**config.mk**
```make
export PLATFORM = sky130hd
export DESIGN_NAME = gjps_seq
export DESIGN_NICKNAME = d
export VERILOG_FILES = /design/src/sv/gjps_pkg.sv /design/src/sv/gjps_seq.sv
export SDC_FILE = /design/constraint.sdc
export NUM_CORES = 1
export LEC_CHECK = 0
export BUFFER_PORTS_ARGS = -buffer_cell sky130_fd_sc_hd__buf_2
export CAP_MARGIN = 20
export CORE_MARGIN = 2
export CORE_UTILIZATION = 40
export CTS_BUF_LIST = sky130_fd_sc_hd__clkbuf_2
export CTS_CLUSTER_SIZE = 14
export DETAILED_ROUTE_END_ITERATION = 10
export PLACE_DENSITY_LB_ADDON = 0.25
export SLEW_MARGIN = 15
export SYNTH_ARGS = -nofsm -noshare
export SYNTH_HDL_FRONTEND = slang
export SYNTH_SLANG_ARGS = --single-unit
export TNS_END_PERCENT = 20
```
**constraint.sdc**
```tcl
create_clock -name clk -period 10.48 [get_ports clk]
set_input_delay 0.524 -clock clk [delete_from_list [all_inputs] [get_ports clk]]
set_output_delay 0.524 -clock clk [all_outputs]
set_load 0.02 [all_outputs]
```
**src/sv/gjps_pkg.sv**
```systemverilog
// shared types and constants for the jump point scan block
`timescale 1ns / 1ps
`default_nettype none
package gjps_pkg;
  localparam int unsigned CoordBits = 8;
  localparam int unsigned DirBits = 3;
  localparam int unsigned StartCostBits = 24;
  localparam int unsigned CfgBits = 9;
  localparam int unsigned CfgIdxBits = 2;

  localparam logic [CfgIdxBits-1:0] RegMapWidth = 2'd0;
  localparam logic [CfgIdxBits-1:0] RegMapHeight = 2'd1;
  localparam logic [CfgIdxBits-1:0] RegGoalX = 2'd2;
  localparam logic [CfgIdxBits-1:0] RegGoalY = 2'd3;

  localparam logic CmdWrite = 1'b0;
  localparam logic CmdScan = 1'b1;

  localparam int unsigned StraightCost = 10;
  localparam int unsigned DiagCost = 14;

  // signed unit step of a direction, x and y
  function automatic logic signed [1:0] step_dx(input logic [DirBits-1:0] d);
    case (d)
      3'd0, 3'd1, 3'd7: step_dx = 2'sd1;
      3'd3, 3'd4, 3'd5: step_dx = -2'sd1;
      default: step_dx = 2'sd0;
    endcase
  endfunction

  function automatic logic signed [1:0] step_dy(input logic [DirBits-1:0] d);
    case (d)
      3'd1, 3'd2, 3'd3: step_dy = 2'sd1;
      3'd5, 3'd6, 3'd7: step_dy = -2'sd1;
      default: step_dy = 2'sd0;
    endcase
  endfunction
endpackage
`default_nettype wire

```
**src/sv/gjps_seq.sv**
```systemverilog
// scan sequencer: walks cells one map read at a time
`timescale 1ns / 1ps
`default_nettype none
module gjps_seq
  import gjps_pkg::*;
#(
  parameter int unsigned XB = 8,
  parameter int unsigned YB = 8,
  parameter int unsigned COST_BITS = 24
) (
  input  wire logic                     clk,
  input  wire logic                     rst,
  input  wire logic                     start,
  input  wire logic [CoordBits-1:0]     sx,
  input  wire logic [CoordBits-1:0]     sy,
  input  wire logic [DirBits-1:0]       dir,
  input  wire logic [StartCostBits-1:0] scost,
  input  wire logic [XB:0]              w_lim,
  input  wire logic [YB:0]              h_lim,
  input  wire logic [CoordBits-1:0]     gx,
  input  wire logic [CoordBits-1:0]     gy,
  output      logic                     rd_en,
  output      logic [XB-1:0]            rd_x,
  output      logic [YB-1:0]            rd_y,
  input  wire logic                     rd_bit,
  output      logic                     done,
  output      logic                     hit,
  output      logic [CoordBits-1:0]     hx,
  output      logic [CoordBits-1:0]     hy,
  output      logic [COST_BITS-1:0]     hcost
);
  localparam int unsigned MB = XB > YB ? XB : YB;
  localparam int unsigned CB = (MB > CoordBits ? MB : CoordBits) + 2;
  // accumulator holds the full start cost plus every step
  localparam int unsigned AB = (COST_BITS > StartCostBits ? COST_BITS : StartCostBits) + 1;
  typedef logic signed [CB-1:0] crd_t;

  // phases: check next cell blocked, read side a, beyond a, side b, beyond b
  typedef enum logic [3:0] {
    S_IDLE, S_CELL, S_CELL_W, S_SA, S_SA_W, S_NA, S_NA_W,
    S_SB, S_SB_W, S_NB, S_NB_W, S_EVAL, S_COST, S_DONE
  } state_t;

  state_t state;
  logic [DirBits-1:0] mdir, cdir;     // main and current scan direction
  logic sub;                          // in a straight sub-scan
  logic second;                       // second sub-scan
  crd_t mx, my, cx, cy, px, py;
  logic sa, na, sb, nb;
  logic [AB-1:0] cost;
  logic [4:0] unit;
  logic rd_in;

  logic [DirBits-1:0] off;
  logic [DirBits-1:0] d_sa, d_na, d_sb, d_nb;
  assign off = {2'b00, cdir[0]};
  assign d_sa = cdir + 3'd2 + off;
  assign d_na = cdir + 3'd1 + off;
  assign d_sb = cdir + 3'd6 - off;
  assign d_nb = cdir + 3'd7 - off;

  // probe address for the current phase
  logic [DirBits-1:0] pd;
  always_comb begin
    case (state)
      S_SA: pd = d_sa;
      S_NA: pd = d_na;
      S_SB: pd = d_sb;
      S_NB: pd = d_nb;
      default: pd = cdir;
    endcase
  end
  crd_t qx, qy;
  always_comb begin
    if (state == S_CELL) begin
      qx = cx + crd_t'(step_dx(cdir));
      qy = cy + crd_t'(step_dy(cdir));
    end else begin
      qx = cx + crd_t'(step_dx(pd));
      qy = cy + crd_t'(step_dy(pd));
    end
  end
  logic q_out;
  assign q_out = qx < 0 || qy < 0 || qx >= crd_t'(w_lim) || qy >= crd_t'(h_lim);
  assign rd_en = 1'b1;
  assign rd_x = qx[XB-1:0];
  assign rd_y = qy[YB-1:0];

  logic blk;
  assign blk = !rd_in || rd_bit;
  logic is_goal;
  assign is_goal = cx >= 0 && cy >= 0 && cx == crd_t'({1'b0, gx}) && cy == crd_t'({1'b0, gy});
  logic jmp;
  assign jmp = is_goal || (sa && !na) || (sb && !nb);

  always_ff @(posedge clk) begin
    if (rst) begin
      state <= S_IDLE;
      done <= 1'b0;
    end else begin
      done <= 1'b0;
      case (state)
        S_IDLE: if (start) begin
          mdir <= dir; cdir <= dir; sub <= 1'b0; second <= 1'b0;
          cx <= crd_t'({1'b0, sx}); cy <= crd_t'({1'b0, sy});
          mx <= crd_t'({1'b0, sx}); my <= crd_t'({1'b0, sy});
          cost <= AB'(scost);
          unit <= dir[0] ? 5'(DiagCost) : 5'(StraightCost);
          hit <= 1'b0;
          state <= S_CELL;
        end
        S_CELL: begin
          rd_in <= !q_out; px <= qx; py <= qy; state <= S_CELL_W;
        end
        S_CELL_W: begin
          if (blk) begin
            if (!sub) state <= S_COST;
            else if (!second) begin
              second <= 1'b1; cdir <= mdir + 3'd7; cx <= mx; cy <= my; state <= S_CELL;
            end else begin
              sub <= 1'b0; cdir <= mdir; cx <= mx; cy <= my; state <= S_CELL;
            end
          end else begin
            cx <= px; cy <= py;
            if (!sub) begin
              mx <= px; my <= py;
              cost <= cost + AB'(unit);
            end
            state <= S_SA;
          end
        end
        S_SA: begin rd_in <= !q_out; state <= S_SA_W; end
        S_SA_W: begin sa <= blk; state <= S_NA; end
        S_NA: begin rd_in <= !q_out; state <= S_NA_W; end
        S_NA_W: begin na <= blk; state <= S_SB; end
        S_SB: begin rd_in <= !q_out; state <= S_SB_W; end
        S_SB_W: begin sb <= blk; state <= S_NB; end
        S_NB: begin rd_in <= !q_out; state <= S_NB_W; end
        S_NB_W: begin nb <= blk; state <= S_EVAL; end
        S_EVAL: begin
          if (jmp) begin
            hit <= 1'b1; state <= S_COST;
          end else if (!sub && mdir[0]) begin
            sub <= 1'b1; second <= 1'b0; cdir <= mdir + 3'd1; state <= S_CELL;
          end else state <= S_CELL;
        end
        S_COST: begin
          hx <= mx[CoordBits-1:0];
          hy <= my[CoordBits-1:0];
          if (cost > AB'({COST_BITS{1'b1}}))
            hcost <= '1;
          else hcost <= cost[COST_BITS-1:0];
          state <= S_DONE;
        end
        S_DONE: begin done <= 1'b1; state <= S_IDLE; end
        default: state <= S_IDLE;
      endcase
    end
  end
endmodule
`default_nettype wire

```
==> flow_summary_export.csv, run 1 <==
group,metric,value,unit
timing,fin_skew,34.3,ps
synth,synth_edf_count,139,
timing,maxSlewViolCount,0,
die,fp.dieW,145,µm
die,io_pins,140,
finish,diodes,0,
placement,place_inst,1084,
synth,synth_ff_type,"edfxtp_1",
placement,routabilityCongestion,0.873,
power_and_ir_drop,p_int,1.10,mW
routing,wl,18100,µm
clock_tree,postCtsResizedCells,0,
routing,vias_per_cell,5.01,
clock_tree,max-clock-path-buffers,2,
global_route,grt_pass1_wl,29000,µm
clock_tree,cts_tree,"yes",
critical_path,crit_fanout,26,
clock_tree,clkTransAtPathRegs,240,ps
synth,yosys_warnings,0,
die,die_y,145,µm
finish,fillers,1825,
synth,syn_area,7940,µm²
timing,relSlewSlack,0.440,
clock_tree,clock_latency,720,ps
synth,synthCells,713,
routing,wl_per_cell,16.2,µm
timing,fin_tns_setup,0,ps
outcome,outcome,"completed",
timing,rsz0062_at_grt,"no",
die,rows,51,
timing,finalSetupViolCount,0,
hold_path,hold_path.class,"input port to flop",
timing,worst_pin_slew,839,ps
synth,synth_cell_types,66,
critical_path,r2r_cells,17,
critical_path,path_class,"flop to output port",
power_and_ir_drop,powerDensity,194,nW/µm²
synth,avgSynthCellArea,11.1,µm²
hold_path,min_path_cells,3,
global_route,antenna_found_initial,1,
die,initial_core_util,0.408,
finish,finalNetCount,975,
clock_tree,root_buffer,"clkbuf_2",
routing,vias,5607,
clock_tree,clock_sinks,144,
power_and_ir_drop,switching_share,0.374,
synth,yosysSeqAreaShare,0.538,
critical_path,crit_arrival,4620,ps
finish,drive_gt1_frac,0.253,
finish,final_common_cell,"edfxtp_1",
critical_path,required,9960,ps
placement,io_buffer_count,138,
synth,synthArstFlopShare,0,
finish,layout_common_cells,"139 x edfxtp_1, 138 x buf_2, 97 x nand2_1",
power_and_ir_drop,power.switching,0.661,mW
finish,multi_input_area,3310,µm²
power_and_ir_drop,ir_worst_vdd,0.000109,V
global_route,overflow,0,
timing,fin_crit_sh,0.491,
finish,syn2layout_area_growth,14.5,%
global_route,grt_use_total,0.176,
synth,synth_nets,846,
power_and_ir_drop,pwr-share-clk,0.184,
timing,fin_ws,5340,ps
routing,drc_errors,0,
finish,final_cells,1120,
timing,post-route-min-period,5140,ps
routing,drt_iter0_markers,261,
placement,dp_hpwl,12800,µm
critical_path,cp-end-kind,"output port",
routing,detail-route-antenna-nets,0,
power_and_ir_drop,combPwrFrac,0.379,
timing,hold_viol_final,0,
global_route,grt_max_degree,80,
clock_tree,cts_buffers,17,
critical_path,start_kind,"flop",
power_and_ir_drop,p_leak,3.79,nW
placement,dpl_worst_slack,5610,ps
power_and_ir_drop,p_seq_frac,0.437,
power_and_ir_drop,power,1.77,mW
routing,drt_first_pass_iters,5,
die,core_area,19500,µm²
finish,fin_util,0.467,
global_route,first_global_vias,5557,
synth,synth-seq-cells,144,
finish,regArea,4270,µm²
timing,fmax,0.195,GHz
job,max-cap-violations,0,
clock_tree,htree_levels,4,
die,die_area,21000,µm²
cells by family after synthesis:
logic type               Yosys count  share of synthesized area
buffers and inverters             80                     0.0471
adder cells (fa/ha/maj)           52                     0.0848
AO/OA/AOI/OAI                    137                      0.110
XOR/XNOR                          56                     0.0627
other                              1                   0.000472
multiplexers                      17                     0.0214
AND/OR/NAND/NOR                  226                      0.135
flip-flops                       144                      0.538
sequential cells by signal, summed over array words and instances, names as in the netlist, 3 cells and up:
signal  flops
cost       25
hcost      24
cx         10
cy         10
mx         10
my         10
px         10
py         10
hx          8
hy          8
state       4
cdir        3
mdir        3
per-layer routing:
layer  vias up  part of all wire  GRT usage
met4         0             0.013     0.0530
met3        14             0.065     0.0425
met5         -                 0          0
met1      2622              0.46      0.235
met2       175              0.47      0.285
li1       2796                 -          -
cell usage after synthesis (all sizes together), types with 3 or more instances:
| cell | count | share of area |
|---|---|---|
| a21oi | 32 | 0.020 |
| a21boi | 3 | 0.0028 |
| nand3 | 12 | 0.0076 |
| nand4 | 4 | 0.0032 |
| o21ai | 52 | 0.033 |
| inv | 39 | 0.018 |
| xnor2 | 20 | 0.023 |
| a211oi | 4 | 0.0044 |
| or2 | 26 | 0.020 |
| mux2i | 17 | 0.021 |
| nor2 | 37 | 0.017 |
| xor2 | 36 | 0.040 |
| o21a | 3 | 0.0028 |
| nor3 | 8 | 0.0050 |
| fa | 3 | 0.0076 |
| a221o | 3 | 0.0038 |
| ha | 49 | 0.077 |
| a211o | 3 | 0.0033 |
| dfxtp | 5 | 0.013 |
| nor4 | 4 | 0.0032 |
| o21bai | 3 | 0.0028 |
| edfxtp | 139 | 0.53 |
| a21o | 10 | 0.0095 |
| and3 | 7 | 0.0055 |
| and2 | 6 | 0.0047 |
| clkbuf | 15 | 0.0071 |
| nor2b | 6 | 0.0047 |
| buf | 26 | 0.022 |
| nand2 | 98 | 0.046 |
| nand2b | 8 | 0.0066 |
cell type report:
class,count,share of cell area
timing repair buffer,151,0.0878
clock inverter,13,0.0153
sequential,144,0.470
clock buffer,19,0.0105
tap,265,0.0365
multi-input combinational,489,0.364
inverter,39,0.0161
critical path: stages (launching register included):
cell and delay, ps:
dfxtp_1 920, nand2b_1 350, o21ai_0 140, o211ai_2 240
inv_2 40, a222oi_1 300, buf_4 240, ha_1 240
a21o_1 190, a221o_1 340, a2111o_1 380, nand2_1 90
xnor2_1 170, buf_2 240
final timing paths:
path,startpoint,endpoint,slack [ps]
min,scost[11],cost[11]$_DFFE_PP_,80
max,state[1]$_SDFFE_PP0N_,rd_y[7],5340
max reg2reg,state[1]$_SDFFE_PP0N_,rd_in$_DFFE_PP_,5490
min reg2reg,mx[0]$_DFFE_PP_,hx[0]$_DFFE_PP_,480
power by group through the flow:
stage	sequential, mW	clock (mW)	combinational, mW
finish	0.771	0.325	0.670
global route	0.779	0.356	0.761
CTS	0.771	0.333	0.680
detailed placement	0.784	0	0.674
global placement	0.783	0	0.668
floorplan	0.767	0	0.558
through the flow:
| step | instance area [µm²] | hold WS, ps |
|---|---|---|
| 2_1_floorplan | 7940 | 426 |
| 3_3_place_gp | 8820 | 431 |
| 3_5_place_dp | 8820 | 444 |
| 4_1_cts | 9090 | 4.91 |
| 5_1_grt | 9100 | 2.64 |
| 6_report | 9100 | 75.7 |
repair_timing:
| item | in CTS | in global routing |
|---|---|---|
| hold endpoints to repair | 3 | 1 |
| buffers inserted | 0 | 0 |
| hold buffers | 3 | 1 |
(Power assumes the default switching activity.)
==> run 2: changes to the inputs <==
Clock period 10.48 ns to 4.54 ns, I/O delays scaled along.
==> run 2 against run 1 <==
Net effect:
- the flow now finishes with violations (negative setup slack)
- clock skew up 2.4 ps
- via count up 3.9%
- wire length up 4.1%
- clock power up 120%
==> flow_summary_export.csv, run 2 (synthesized netlist as in run 1, its figures left out) <==
group,metric,value,unit
critical_path,cp-end-kind,"flop",
job,max-cap-violations,0,
die,fp.dieW,145,µm
timing,fin_crit_sh,1.02,
power_and_ir_drop,ir_worst_vdd,0.000363,V
critical_path,crit_fanout,3,
global_route,overflow,0,
timing,worst_hold_slack,91.9,ps
timing,worst_pin_slew,821,ps
routing,detail-route-antenna-nets,0,
routing,wl_per_cell,15.9,µm
timing,hold_viol_final,0,
power_and_ir_drop,power.switching,1.65,mW
routing,vias,5824,
power_and_ir_drop,powerDensity,442,nW/µm²
critical_path,path_delay_family,"compound AO/OA/AOI/OAI gates",
timing,rsz0062_at_grt,"yes",
global_route,first_global_vias,5726,
timing,finalSetupViolCount,1,
finish,syn2layout_area_growth,23.8,%
timing,fin_skew,36.7,ps
finish,drive_gt1_frac,0.284,
clock_tree,cts_tree,"yes",
die,rows,51,
timing,maxSlewViolCount,0,
global_route,grt_use_total,0.180,
finish,top_regs,"cost x25, hcost x24",
power_and_ir_drop,p_int,2.70,mW
finish,final_common_cell,"edfxtp_1",
power_and_ir_drop,p_seq_frac,0.407,
placement,io_buffer_count,138,
outcome,violations,"negative setup slack",
power_and_ir_drop,pwr-share-clk,0.167,
routing,drt_iter0_markers,292,
global_route,antenna_found_initial,1,
clock_tree,clkTransAtPathRegs,230,ps
routing,drt_first_pass_iters,7,
global_route,grt_max_degree,80,
outcome,outcome,"finished with violations",
routing,drc_errors,0,
hold_path,hold_path.class,"input port to flop",
placement,dp_hpwl,13000,µm
timing,fin_ws,-79.6,ps
power_and_ir_drop,p_leak,4.12,nW
critical_path,start_kind,"flop",
routing,wl,18900,µm
critical_path,crit_arrival,5140,ps
finish,largest_reg_flops,25,
placement,routabilityCongestion,0.884,
power_and_ir_drop,switching_share,0.379,
timing,fmax,0.216,GHz
clock_tree,max-clock-path-buffers,2,
routing,vias_per_cell,4.91,
clock_tree,root_buffer,"clkbuf_2",
power_and_ir_drop,power,4.35,mW
clock_tree,cts_buffers,17,
critical_path,max_stage_delay,470,ps
finish,finalNetCount,1041,
clock_tree,htree_levels,4,
finish,regMostFlops,"cost",
clock_tree,clock_latency,710,ps
critical_path,slowest_stage,"edfxtp_1",
critical_path,required,5060,ps
timing,post-route-min-period,4620,ps
timing,relSlewSlack,0.453,
global_route,grt_pass1_wl,29800,µm
die,io_pins,140,
critical_path,path_class,"flop to flop",
finish,layout_common_cells,"139 x edfxtp_1, 136 x buf_2, 96 x nand2_1",
die,core_area,19500,µm²
die,die_area,21000,µm²
die,die_y,145,µm
placement,dpl_worst_slack,-59.1,ps
critical_path,cp_cell_sequence,"inv_2, ha_4, or4_1, o32a_1, o211ai_2, inv_2, a222oi_1, buf_4, buf_12, ha_1, a21o_1, a221o_1, a2111o_1, nand2_2, xnor2_2, ha_1, a21o_1, a211o_1, a41oi_2, nor4b_4",
die,initial_core_util,0.408,
critical_path,crit_buf_inv,4,
power_and_ir_drop,combPwrFrac,0.426,
clock_tree,clock_sinks,144,
run 2: cell count changes in the layout (fill, tap and decap cells not counted), moves of 4 or more:
cell,before,now
buf_4,9,35
xnor2_1,19,15
xnor2_2,1,5
ha_4,0,4
dlygate4sd3_1,4,45
ha_1,49,44
run 2: cell type report:
| cell class | count | area, µm² |
|---|---|---|
| fill | 1770 | 9630 |
| timing repair buffer | 217 | 1410 |
| multi-input combinational | 489 | 3440 |
| sequential | 144 | 4280 |
| antenna | 1 | 2.50 |
| clock inverter | 14 | 131 |
| clock buffer | 18 | 90.1 |
| inverter | 39 | 146 |
| tap | 265 | 332 |
run 2: final timing paths:
path	start	end	slack (ps)	cells after the start
worst min register to register	my[5]$_DFFE_PP_	hy[5]$_DFFE_PP_	470	0
worst max register to register	cdir[0]$_DFFE_PP_	rd_in$_DFFE_PP_	-80	20
worst min-delay path	rd_bit	cy[8]$_SDFFCE_PN0P_	90	5
worst max-delay path	cdir[0]$_DFFE_PP_	rd_in$_DFFE_PP_	-80	20
run 2: routing by layer:
layer	track usage	wire, µm
met2	0.299	8920
met3	0.0487	1050
met4	0.0356	153
met5	0	0
met1	0.238	8750
run 2: power by group through the flow:
| stage | clock (mW) | sequential [mW] | combinational [mW] |
|---|---|---|---|
| finish | 0.726 | 1.77 | 1.85 |
| global route | 0.798 | 1.79 | 2.05 |
| CTS | 0.753 | 1.77 | 1.74 |
| detailed placement | 0 | 1.80 | 1.63 |
| global placement | 0 | 1.80 | 1.61 |
| floorplan | 0 | 1.77 | 1.30 |
run 2: metrics by stage:
stage / TNS [ps] / util / cells / cell area, µm²
finish: -79.6 / 0.505 / 1187 / 9830
global route: -760 / 0.505 / 1186 / 9830
CTS: -18.2 / 0.499 / 1182 / 9710
detailed placement: -59.1 / 0.459 / 1097 / 8930
global placement: 0 / 0.459 / 1097 / 8930
floorplan: -327 / - / 713 / 7960
run 2: worst reg2reg max path, stage by stage, from the launching register on:
cell      delay (ps)
edfxtp_1         470
inv_2             90
ha_4             160
or4_1            390
o32a_1           200
o211ai_2          90
inv_2             40
a222oi_1         270
buf_4            200
buf_12           110
ha_1             230
a21o_1           170
a221o_1          340
a2111o_1         330
nand2_2           90
xnor2_2          140
ha_1             280
a21o_1           160
a211o_1          260
a41oi_2          190
nor4b_4          230
run 2: timing repair:
action / CTS / global route
pin swaps: 9 / 7
gates resized for setup: 9 / 14
gates cloned: 0 / 0
setup endpoints to repair: 5 / 6
hold buffers: 45 / 0
endpoints found under the hold margin: 74 / 0
buffers inserted: 8 / 4
